File: src/hw/rtl/rounded_gradient_bar_pixel_defines.svh
// Assertion macros shared by the rounded gradient bar pixel RTL.
`ifndef ROUNDED_GRADIENT_BAR_PIXEL_DEFINES_SVH
`define ROUNDED_GRADIENT_BAR_PIXEL_DEFINES_SVH

// Same-cycle implication, checked outside reset.
`define RGBP_ASSERT_IMP(lbl, ante, cons) \
    lbl: assert property (@(posedge aclk) disable iff (!aresetn) (ante) |-> (cons)) \
        else $error("rgbp: same-cycle check failed");

// Next-cycle implication, checked outside reset.
`define RGBP_ASSERT_NXT(lbl, ante, cons) \
    lbl: assert property (@(posedge aclk) disable iff (!aresetn) (ante) |=> (cons)) \
        else $error("rgbp: next-cycle check failed");

`endif

File: src/hw/rtl/rgbp_pkg.sv
// Constants and types for the rounded gradient bar pixel generator.
package rgbp_pkg;

    // Config register map (word index)
    localparam int ADDR_W = 5;
    localparam logic [2:0] REG_BAR_WIDTH    = 3'd0;
    localparam logic [2:0] REG_BAR_HEIGHT   = 3'd1;
    localparam logic [2:0] REG_TOP_COLOR    = 3'd2;
    localparam logic [2:0] REG_BOTTOM_COLOR = 3'd3;
    localparam logic [2:0] REG_BORDER_COLOR = 3'd4;
    localparam logic [2:0] REG_ROUNDED_ENDS = 3'd5;
    localparam logic [2:0] REG_STRIPED      = 3'd6;

    // Sprite size limits; larger register values saturate here
    localparam logic [6:0] MAX_WIDTH  = 7'd64;
    localparam logic [5:0] MAX_HEIGHT = 6'd32;

    // Reset values of the geometry registers
    localparam logic [6:0] RESET_WIDTH  = 7'd48;
    localparam logic [5:0] RESET_HEIGHT = 6'd18;

    // Four channels: red, green, blue, alpha (red in the top byte)
    localparam int CH_N = 4;
    typedef logic [7:0] chan_t;

    // Reciprocals ceil(2^18 / t) for t = 1..31; exact floor division for
    // dividends below 2^13. Entry zero is unused (single-row sprite).
    localparam int RECIP_SHIFT = 18;
    localparam logic [18:0] RECIP_TABLE [32] = '{
        19'd0,      19'd262144, 19'd131072, 19'd87382,  19'd65536,  19'd52429,
        19'd43691,  19'd37450,  19'd32768,  19'd29128,  19'd26215,  19'd23832,
        19'd21846,  19'd20165,  19'd18725,  19'd17477,  19'd16384,  19'd15421,
        19'd14564,  19'd13798,  19'd13108,  19'd12484,  19'd11916,  19'd11398,
        19'd10923,  19'd10486,  19'd10083,  19'd9710,   19'd9363,   19'd9040,
        19'd8739,   19'd8457
    };

    // Divide by five for values below 256: (n * 205) >> 10
    localparam logic [7:0] LIGHT_MUL   = 8'd205;
    localparam int         LIGHT_SHIFT = 10;

endpackage

File: src/hw/rtl/rounded_gradient_bar_pixel.sv
// Rounded gradient bar pixel generator: APB config, four-stage pixel pipeline.
//
// Usage: program the sprite geometry and colors over the APB port while the
// pixel stream is idle (bar_width, bar_height, top/bottom/border colors,
// rounded_ends, striped). Then send (s_col, s_row) coordinates on the
// s_ valid/ready channel; each transaction yields one RGBA pixel on the
// m_ channel (m_red, m_green, m_blue, m_alpha), in order.
// Throughput: one pixel per clock unless the receiver stalls, through the four
// register stages (range check and cap offsets, cap distance and gradient
// product, reciprocal multiply, final blend).
// Each stage holds a valid bit and advances when the stage ahead is free,
// so bubbles close up and s_ready stays high while any stage is empty,
// even with a result waiting on a stalled receiver. A stalled receiver
// backs the pipeline up; nothing is dropped or repeated.
// Reset (aresetn low at a clock edge) empties the pipeline and loads the
// register defaults: width 48, height 18, colors zero, both options off.
// There is no clearing pass; the block accepts pixels right after reset.
`include "rounded_gradient_bar_pixel_defines.svh"

module rounded_gradient_bar_pixel (
    input  logic                         aclk,
    input  logic                         aresetn,
    // APB config port
    input  logic                         psel,
    input  logic                         penable,
    input  logic                         pwrite,
    input  logic [rgbp_pkg::ADDR_W-1:0]  paddr,
    input  logic [31:0]                  pwdata,
    output logic [31:0]                  prdata,
    output logic                         pready,
    // Pixel coordinate channel
    input  logic                         s_valid,
    output logic                         s_ready,
    input  logic [5:0]                   s_col,
    input  logic [4:0]                   s_row,
    // Pixel color channel
    output logic                         m_valid,
    input  logic                         m_ready,
    output logic [7:0]                   m_red,
    output logic [7:0]                   m_green,
    output logic [7:0]                   m_blue,
    output logic [7:0]                   m_alpha
);
    import rgbp_pkg::*;

    // ---------------------------------------------------------------
    // Config registers
    // ---------------------------------------------------------------
    logic [6:0]  bar_width_reg;
    logic [5:0]  bar_height_reg;
    logic [31:0] top_color_reg;
    logic [31:0] bottom_color_reg;
    logic [31:0] border_color_reg;
    logic        rounded_ends_reg;
    logic        striped_reg;
    logic        cfg_write;
    logic [2:0]  reg_sel;

    assign pready    = 1'b1;
    assign reg_sel   = paddr[ADDR_W-1:2];
    assign cfg_write = psel && penable && pwrite && pready;

    always_ff @(posedge aclk) begin
        if (!aresetn) begin
            bar_width_reg    <= RESET_WIDTH;
            bar_height_reg   <= RESET_HEIGHT;
            top_color_reg    <= '0;
            bottom_color_reg <= '0;
            border_color_reg <= '0;
            rounded_ends_reg <= 1'b0;
            striped_reg      <= 1'b0;
        end else if (cfg_write) begin
            unique case (reg_sel)
                REG_BAR_WIDTH:    bar_width_reg    <= pwdata[6:0];
                REG_BAR_HEIGHT:   bar_height_reg   <= pwdata[5:0];
                REG_TOP_COLOR:    top_color_reg    <= pwdata;
                REG_BOTTOM_COLOR: bottom_color_reg <= pwdata;
                REG_BORDER_COLOR: border_color_reg <= pwdata;
                REG_ROUNDED_ENDS: rounded_ends_reg <= pwdata[0];
                REG_STRIPED:      striped_reg      <= pwdata[0];
                default: ;
            endcase
        end
    end

    // Register readback
    always_comb begin
        unique case (reg_sel)
            REG_BAR_WIDTH:    prdata = {25'd0, bar_width_reg};
            REG_BAR_HEIGHT:   prdata = {26'd0, bar_height_reg};
            REG_TOP_COLOR:    prdata = top_color_reg;
            REG_BOTTOM_COLOR: prdata = bottom_color_reg;
            REG_BORDER_COLOR: prdata = border_color_reg;
            REG_ROUNDED_ENDS: prdata = {31'd0, rounded_ends_reg};
            REG_STRIPED:      prdata = {31'd0, striped_reg};
            default:          prdata = '0;
        endcase
    end

    // ---------------------------------------------------------------
    // Derived geometry (kept static by the user while pixels flow; not enforced)
    // ---------------------------------------------------------------
    logic [6:0]        w_sat;
    logic [5:0]        h_sat;
    logic [4:0]        rad;
    logic [4:0]        total;
    logic              single_row;
    logic signed [7:0] w_minus_r;
    logic [9:0]        rad_sq;
    chan_t             top_ch [CH_N];
    chan_t             bot_ch [CH_N];
    chan_t             brd_ch [CH_N];

    always_comb begin
        w_sat      = (bar_width_reg > MAX_WIDTH) ? MAX_WIDTH : bar_width_reg;
        h_sat      = (bar_height_reg > MAX_HEIGHT) ? MAX_HEIGHT : bar_height_reg;
        rad        = h_sat[5:1];
        total      = 5'(h_sat - 6'd1);
        single_row = (h_sat == 6'd1);
        w_minus_r  = $signed({1'b0, w_sat}) - $signed({3'b000, rad});
        rad_sq     = {5'd0, rad} * {5'd0, rad};
        for (int c = 0; c < CH_N; c++) begin
            top_ch[c] = top_color_reg[(CH_N-1-c)*8 +: 8];
            bot_ch[c] = bottom_color_reg[(CH_N-1-c)*8 +: 8];
            brd_ch[c] = border_color_reg[(CH_N-1-c)*8 +: 8];
        end
    end

    // ---------------------------------------------------------------
    // Pipeline flow control: a stage loads when it is empty or the
    // stage ahead takes its content
    // ---------------------------------------------------------------
    logic v1_reg, v2_reg, v3_reg, v4_reg;
    logic rdy1, rdy2, rdy3, rdy4;

    assign rdy4    = !v4_reg || m_ready;
    assign rdy3    = !v3_reg || rdy4;
    assign rdy2    = !v2_reg || rdy3;
    assign rdy1    = !v1_reg || rdy2;
    assign s_ready = rdy1;
    assign m_valid = v4_reg;

    always_ff @(posedge aclk) begin
        if (!aresetn) begin
            v1_reg <= 1'b0;
            v2_reg <= 1'b0;
            v3_reg <= 1'b0;
            v4_reg <= 1'b0;
        end else begin
            if (rdy1) v1_reg <= s_valid;
            if (rdy2) v2_reg <= v1_reg;
            if (rdy3) v3_reg <= v2_reg;
            if (rdy4) v4_reg <= v3_reg;
        end
    end

    // ---------------------------------------------------------------
    // Stage 1: range check, cap offsets, stripe and border flags
    // ---------------------------------------------------------------
    logic              in_range_next, cap_next, stripe_next, border_next;
    logic [3:0]        dx_next;
    logic signed [4:0] dy_next;
    logic              left_cap, right_cap;
    logic [6:0]        dy_full;
    logic [5:0]        dx_left;
    logic [7:0]        dx_right;
    logic [6:0]        col_plus_r;

    always_comb begin
        in_range_next = ({1'b0, s_col} < w_sat) && ({1'b0, s_row} < h_sat);
        // left cap wins when the caps overlap
        left_cap   = s_col < {1'b0, rad};
        right_cap  = $signed({2'b00, s_col}) >= w_minus_r;
        dy_full    = {2'b00, rad} - {2'b00, s_row} - 7'd1;
        dx_left    = {1'b0, rad} - s_col - 6'd1;
        dx_right   = {2'b00, s_col} + {3'b000, rad} - {1'b0, w_sat};
        dx_next    = left_cap ? dx_left[3:0] : dx_right[3:0];
        dy_next    = $signed(dy_full[4:0]);
        cap_next   = rounded_ends_reg && (left_cap || right_cap);
        col_plus_r = {1'b0, s_col} + {2'b00, rad};
        // stripes: even four-column groups right of column rad, left of the right cap
        stripe_next = striped_reg && !s_col[2] && (s_col > {1'b0, rad})
                      && (col_plus_r < w_sat);
        border_next = (s_row == 5'd0) || ({1'b0, s_row} == h_sat - 6'd1)
                      || (s_col == 6'd0) || ({1'b0, s_col} == w_sat - 7'd1);
    end

    logic              s1_in_range_reg, s1_cap_reg, s1_stripe_reg, s1_border_reg;
    logic [3:0]        s1_dx_reg;
    logic signed [4:0] s1_dy_reg;
    logic [4:0]        s1_row_reg;

    always_ff @(posedge aclk) begin
        if (rdy1) begin
            s1_in_range_reg <= in_range_next;
            s1_cap_reg      <= cap_next;
            s1_stripe_reg   <= stripe_next;
            s1_border_reg   <= border_next;
            s1_dx_reg       <= dx_next;
            s1_dy_reg       <= dy_next;
            s1_row_reg      <= s_row;
        end
    end

    // ---------------------------------------------------------------
    // Stage 2: cap distance test, gradient numerators |B-A| * row
    // ---------------------------------------------------------------
    logic [4:0]  dy_mag;
    logic [9:0]  cap_dist;
    logic        inside_next;
    logic [8:0]  diff [CH_N];
    logic [7:0]  diff_mag [CH_N];
    logic [12:0] prod_next [CH_N];
    logic        neg_next [CH_N];

    always_comb begin
        dy_mag   = s1_dy_reg[4] ? (5'd0 - s1_dy_reg) : s1_dy_reg;
        cap_dist = ({6'd0, s1_dx_reg} * {6'd0, s1_dx_reg})
                   + ({5'd0, dy_mag} * {5'd0, dy_mag});
        inside_next = s1_in_range_reg && !(s1_cap_reg && (cap_dist > rad_sq));
        for (int c = 0; c < CH_N; c++) begin
            diff[c]      = {1'b0, bot_ch[c]} - {1'b0, top_ch[c]};
            neg_next[c]  = diff[c][8];
            diff_mag[c]  = 8'(diff[c][8] ? (9'd0 - diff[c]) : diff[c]);
            prod_next[c] = {5'd0, diff_mag[c]} * {8'd0, s1_row_reg};
        end
    end

    logic        s2_inside_reg, s2_stripe_reg, s2_border_reg;
    logic [12:0] s2_prod_reg [CH_N];
    logic        s2_neg_reg [CH_N];

    always_ff @(posedge aclk) begin
        if (rdy2) begin
            s2_inside_reg <= inside_next;
            s2_stripe_reg <= s1_stripe_reg;
            s2_border_reg <= s1_border_reg;
            for (int c = 0; c < CH_N; c++) begin
                s2_prod_reg[c] <= prod_next[c];
                s2_neg_reg[c]  <= neg_next[c];
            end
        end
    end

    // ---------------------------------------------------------------
    // Stage 3: divide by (h-1) through reciprocal multiply
    // ---------------------------------------------------------------
    logic [18:0] recip;
    logic [31:0] quot_wide [CH_N];
    chan_t       quot_next [CH_N];
    logic        quot_hi;

    always_comb begin
        recip   = RECIP_TABLE[total];
        quot_hi = 1'b0;
        for (int c = 0; c < CH_N; c++) begin
            quot_wide[c] = {19'd0, s2_prod_reg[c]} * {13'd0, recip};
            // single row: the gradient is the top color
            quot_next[c] = single_row ? 8'd0
                         : quot_wide[c][RECIP_SHIFT +: 8];
            quot_hi      = quot_hi || (quot_wide[c][31:RECIP_SHIFT+8] != '0);
        end
    end

    logic  s3_inside_reg, s3_stripe_reg, s3_border_reg;
    chan_t s3_quot_reg [CH_N];
    logic  s3_neg_reg [CH_N];

    always_ff @(posedge aclk) begin
        if (rdy3) begin
            s3_inside_reg <= s2_inside_reg;
            s3_stripe_reg <= s2_stripe_reg;
            s3_border_reg <= s2_border_reg;
            for (int c = 0; c < CH_N; c++) begin
                s3_quot_reg[c] <= quot_next[c];
                s3_neg_reg[c]  <= s2_neg_reg[c];
            end
        end
    end

    // ---------------------------------------------------------------
    // Stage 4: gradient value, stripe lighten, border/outside select
    // ---------------------------------------------------------------
    chan_t       grad [CH_N];
    logic [15:0] light_prod [CH_N];
    chan_t       light [CH_N];
    chan_t       pix_next [CH_N];

    always_comb begin
        for (int c = 0; c < CH_N; c++) begin
            grad[c] = s3_neg_reg[c] ? (top_ch[c] - s3_quot_reg[c])
                                    : (top_ch[c] + s3_quot_reg[c]);
            // c + (255 - c) / 5
            light_prod[c] = {8'd0, ~grad[c]} * {8'd0, LIGHT_MUL};
            light[c]      = grad[c] + 8'(light_prod[c] >> LIGHT_SHIFT);
            priority if (!s3_inside_reg) begin
                pix_next[c] = 8'd0;
            end else if (s3_border_reg) begin
                pix_next[c] = brd_ch[c];
            end else if (s3_stripe_reg) begin
                pix_next[c] = light[c];
            end else begin
                pix_next[c] = grad[c];
            end
        end
    end

    chan_t s4_pix_reg [CH_N];

    always_ff @(posedge aclk) begin
        if (rdy4) begin
            for (int c = 0; c < CH_N; c++) begin
                s4_pix_reg[c] <= pix_next[c];
            end
        end
    end

    assign m_red   = s4_pix_reg[0];
    assign m_green = s4_pix_reg[1];
    assign m_blue  = s4_pix_reg[2];
    assign m_alpha = s4_pix_reg[3];

    // ---------------------------------------------------------------
    // Assertions
    // ---------------------------------------------------------------
    // input blocked only when every stage is occupied
    `RGBP_ASSERT_IMP(a_blocked_only_when_full, !s_ready, v1_reg && v2_reg && v3_reg && v4_reg)
    // an item handed to the output stage shows up as a valid result
    `RGBP_ASSERT_NXT(a_output_stage_loads, v3_reg && rdy4, m_valid)
    // interpolation quotient fits one channel for pixels inside the shape
    `RGBP_ASSERT_IMP(a_quotient_in_range, v2_reg && s2_inside_reg, !quot_hi)

endmodule

File: config.mk
export PLATFORM = sky130hd
export DESIGN_NAME = rounded_gradient_bar_pixel
export DESIGN_NICKNAME = d
export VERILOG_FILES = /design/src/hw/rtl/rgbp_pkg.sv /design/src/hw/rtl/rounded_gradient_bar_pixel.sv
export VERILOG_INCLUDE_DIRS = /design/src /design/src/hw/rtl
export SDC_FILE = /design/constraint.sdc
export NUM_CORES = 2
export LEC_CHECK = 0
export BUFFER_PORTS_ARGS = -buffer_cell sky130_fd_sc_hd__buf_2
export CAP_MARGIN = 0
export CELL_PAD_IN_SITES_DETAIL_PLACEMENT = 0
export CELL_PAD_IN_SITES_GLOBAL_PLACEMENT = 2
export CORE_MARGIN = 5
export CORE_UTILIZATION = 39
export DETAILED_ROUTE_END_ITERATION = 8
export GPL_ROUTABILITY_DRIVEN = 0
export PLACE_DENSITY = 0.85
export SLEW_MARGIN = 25
export SYNTH_ARGS = -nofsm -noshare
export SYNTH_HDL_FRONTEND = slang
export SYNTH_SLANG_ARGS = --single-unit
File: constraint.sdc
create_clock -name aclk -period 18.85 [get_ports aclk]
set_input_delay 4.7125 -clock aclk [delete_from_list [all_inputs] [get_ports aclk]]
set_output_delay 4.7125 -clock aclk [all_outputs]
set_load 0.01 [all_outputs]
==> impl_metrics.sql <==
INSERT INTO impl_metrics (metric_group, metric, value, unit) VALUES
('cells_and_area', 'drive_above_1_share', '4.43', '%'),
('route', 'wl_per_cell', '17.3', 'microns'),
('cells_and_area', 'finalInstanceArea', '58500', 'sq um'),
('synthesis', 'synth.avg_cell_area', '8.69', 'sq um'),
('sta', 'finalSetupTns', '0', 'ns'),
('critical_path', 'worst-setup-path-type', 'in2out', ''),
('cts', 'cts_resized', '0', ''),
('worst_hold_path', 'min_to', 's3_inside_reg', ''),
('synthesis', 'synth_largest_type_area_fraction', '30.9', '%'),
('grt', 'use_met3', '1.42', '%'),
('placed_design', 'dpl-instance-area', '57500', 'sq um'),
('synthesis', 'synth-adder-area-share', '45.4', '%'),
('floorplanning', 'die-width', '385', 'microns'),
('grt', 'grtUsageMet1', '25.7', '%'),
('sta', 'final_period_minus_worst_setup_slack', '11.41', 'ns'),
('synthesis', 'synthFlopType', 'sky130_fd_sc_hd__edfxtp_1', ''),
('cts', 'cts-htree-levels', '1', ''),
('route', 'dr_drc_count', '0', ''),
('floorplanning', 'io_pins', '122', ''),
('grt', 'grt-ovfl-total', '0', ''),
('critical_path', 'data_required_critical_path', '14.14', 'ns'),
('cts', 'cts_inserted_buffers', '28', ''),
('critical_path', 'arrival_time_of_data_at_the_critical_path_endpoint', '6.70', 'ns'),
('route', 'routed_wirelength', '141', 'mm'),
('cts', 'clkLatencyLatePin', '0.59', 'ns'),
('synthesis', 'synth-seq-cells', '263', ''),
('cts', 'ctsHoldBuffers', '0', ''),
('outcome', 'run_status', 'completed', ''),
('critical_path', 'reg2reg_from', 'bar_height_reg[1]', ''),
('cts', 'tritoncts_clock_tree', 'done', ''),
('sta', 'final.period_utilization', '60.5', '%'),
('critical_path', 'critical_path.endpoint_type', 'output pin', ''),
('synthesis', 'post_synth_inst_count', '6321', ''),
('cells_and_area', 'antenna_diode_count', '0', ''),
('synthesis', 'synthSimpleGateAreaFrac', '16.1', '%'),
('sta', 'grt_setup_unrepaired', 'no', ''),
('critical_path', 'worstSetupStartpoint', 'paddr[2]', ''),
('route', 'vias', '40687', ''),
('placed_design', 'dp.final_hpwl', '107', 'mm'),
('cells_and_area', 'largest_reg_flops', '52', ''),
('cts', 'post-cts-setup-buffer-count', '0', ''),
('sta', 'holdWs', '0.418', 'ns'),
('sta', 'maxClockFrequency', '87.6', 'MHz'),
('sta', 'slew_viol_final', '0', ''),
('grt', 'grt_util_all_layers', '19.4', '%'),
('floorplanning', 'core_region_area', '140000', 'sq um'),
('route', 'vias_per_cell', '5.00', ''),
('synthesis', 'synth-compound-area-share', '9.43', '%'),
('worst_hold_path', 'min-delay-start', 's2_inside_reg', ''),
('cts', 'ctsLongestPathBuffers', '3', ''),
('placed_design', 'placed_cells', '8093', ''),
('grt', 'global_route.peak_usage_layer', 'met2', ''),
('sta', 'largest_clock_skew_in_the_final_design', '0.0259', 'ns'),
('sta', 'setup-violations-final', '0', ''),
('cts', 'root_buffer', 'sky130_fd_sc_hd__clkbuf_16', ''),
('route', 'drt-initial-drc-count', '1773', ''),
('synthesis', 'synth-xor-area-share', '4.31', '%'),
('synthesis', 'multiplexer_share_of_the_synthesized_area', '1.14', '%'),
('flow_run', 'maxCapViolations', '0', ''),
('synthesis', 'synth-edff-count', '148', ''),
('synthesis', 'synth-seq-area-share', '12.3', '%'),
('cells_and_area', 'layoutNonFillerInstCount', '8145', ''),
('grt', 'gr-usage-met2', '35.4', '%'),
('floorplanning', 'chipHeight', '385', 'microns'),
('worst_hold_path', 'holdPathStages', '0', ''),
('critical_path', 'critPathLaunchType', 'primary input', ''),
('floorplanning', 'die_area', '149000', 'sq um'),
('synthesis', 'synthTopCellsByArea', 'sky130_fd_sc_hd__fa_1 31%, sky130_fd_sc_hd__ha_1 15%, sky130_fd_sc_hd__inv_1 9.3%', ''),
('synthesis', 'synth_top_cell_by_area', 'sky130_fd_sc_hd__fa_1', ''),
('cells_and_area', 'syn2layout_area_growth', '6.36', '%'),
('critical_path', 'worst-path-max-fanout', '36', '');
-- layout by cell type (no fill, tap or decap), types with 49 or more instances in the layout --
cell type and instances:
sky130_fd_sc_hd__o21ai_0 129, sky130_fd_sc_hd__edfxtp_1 148, sky130_fd_sc_hd__buf_2 118, sky130_fd_sc_hd__nor2b_1 89
sky130_fd_sc_hd__xnor2_1 182, sky130_fd_sc_hd__a21oi_1 156, sky130_fd_sc_hd__nand2_1 891, sky130_fd_sc_hd__nor2_1 146
sky130_fd_sc_hd__dfxtp_1 115, sky130_fd_sc_hd__ha_1 637, sky130_fd_sc_hd__fa_1 847, sky130_fd_sc_hd__nand2b_1 49
sky130_fd_sc_hd__xor2_1 71, sky130_fd_sc_hd__and2_1 450, sky130_fd_sc_hd__mux2i_1 59, sky130_fd_sc_hd__a21boi_0 126
sky130_fd_sc_hd__buf_4 57, sky130_fd_sc_hd__inv_1 1365, sky130_fd_sc_hd__a21o_1 89
-- how the worst max path moves through the flow --
stage                      end  slack, ns  cells past startpoint
floorplan           prdata[12]       7.85                      5
global placement    prdata[15]       7.25                      7
detailed placement  prdata[23]       7.22                      7
CTS                 prdata[23]       7.22                      7
global route        prdata[21]       7.30                      7
finish              prdata[15]       7.44                      7
-- layer usage --
layer	wire [microns]	vias to the layer above
li1	-	19366
met1	62700	20561
met2	71300	605
met3	4390	155
met4	2740	0
met5	0	-
-- worst max-delay path, cell delays in order --
cell                       delay (ns)
sky130_fd_sc_hd__buf_2           0.08
sky130_fd_sc_hd__buf_4           0.51
sky130_fd_sc_hd__clkinv_1        0.39
sky130_fd_sc_hd__and3_2          0.51
sky130_fd_sc_hd__nand2_1         0.14
sky130_fd_sc_hd__o21ai_0         0.13
sky130_fd_sc_hd__buf_2           0.21
-- layout make-up --
| class | instances | area [sq um] | area share (%) |
|---|---|---|---|
| clock buffer | 43 | 907 | 1.55 |
| clock inverter | 9 | 77.6 | 0.133 |
| inverter | 1372 | 5150 | 8.81 |
| timing repair buffer | 176 | 1030 | 1.76 |
| sequential | 263 | 6750 | 11.5 |
| tap | 1876 | 2350 | 4.02 |
| multi-input combinational | 4406 | 42200 | 72.2 |
-- stage by stage --
stage	util, %	setup WS [ns]
after floorplan	-	7.85
after global placement	41.1	7.25
after detailed placement	41.1	7.22
after CTS	41.8	7.22
after global routing	41.8	7.30
final	41.8	7.44
-- cells by family (layout without fill, tap and decap cells) --
logic type               after synthesis  count (layout)
AO/OA/AOI/OAI                        760             760
XOR/XNOR                             260             260
adder cells (fa/ha/maj)             1484            1484
buffers and inverters               1655            1600
flip-flops                           263             263
multiplexers                          62              62
other                                  2               5
AND/OR/NAND/NOR                     1835            1835
-- cells in the mapped netlist, types with 49 or more instances --
cell and instances:
sky130_fd_sc_hd__a21o_1 89, sky130_fd_sc_hd__a21oi_1 159, sky130_fd_sc_hd__and2_1 450, sky130_fd_sc_hd__inv_1 1366
sky130_fd_sc_hd__nand2_1 892, sky130_fd_sc_hd__xnor2_1 182, sky130_fd_sc_hd__nor2_1 147, sky130_fd_sc_hd__ha_1 637
sky130_fd_sc_hd__nor2b_1 89, sky130_fd_sc_hd__dfxtp_1 115, sky130_fd_sc_hd__xor2_1 71, sky130_fd_sc_hd__nand2b_1 49
sky130_fd_sc_hd__edfxtp_1 148, sky130_fd_sc_hd__mux2i_1 59, sky130_fd_sc_hd__o21ai_0 129, sky130_fd_sc_hd__clkbuf_1 248
sky130_fd_sc_hd__fa_1 847, sky130_fd_sc_hd__a21boi_0 126
Power is left out: the tool's default activity adds up to more than one toggle a clock period on the data nets, which glitch-free logic cannot reach.
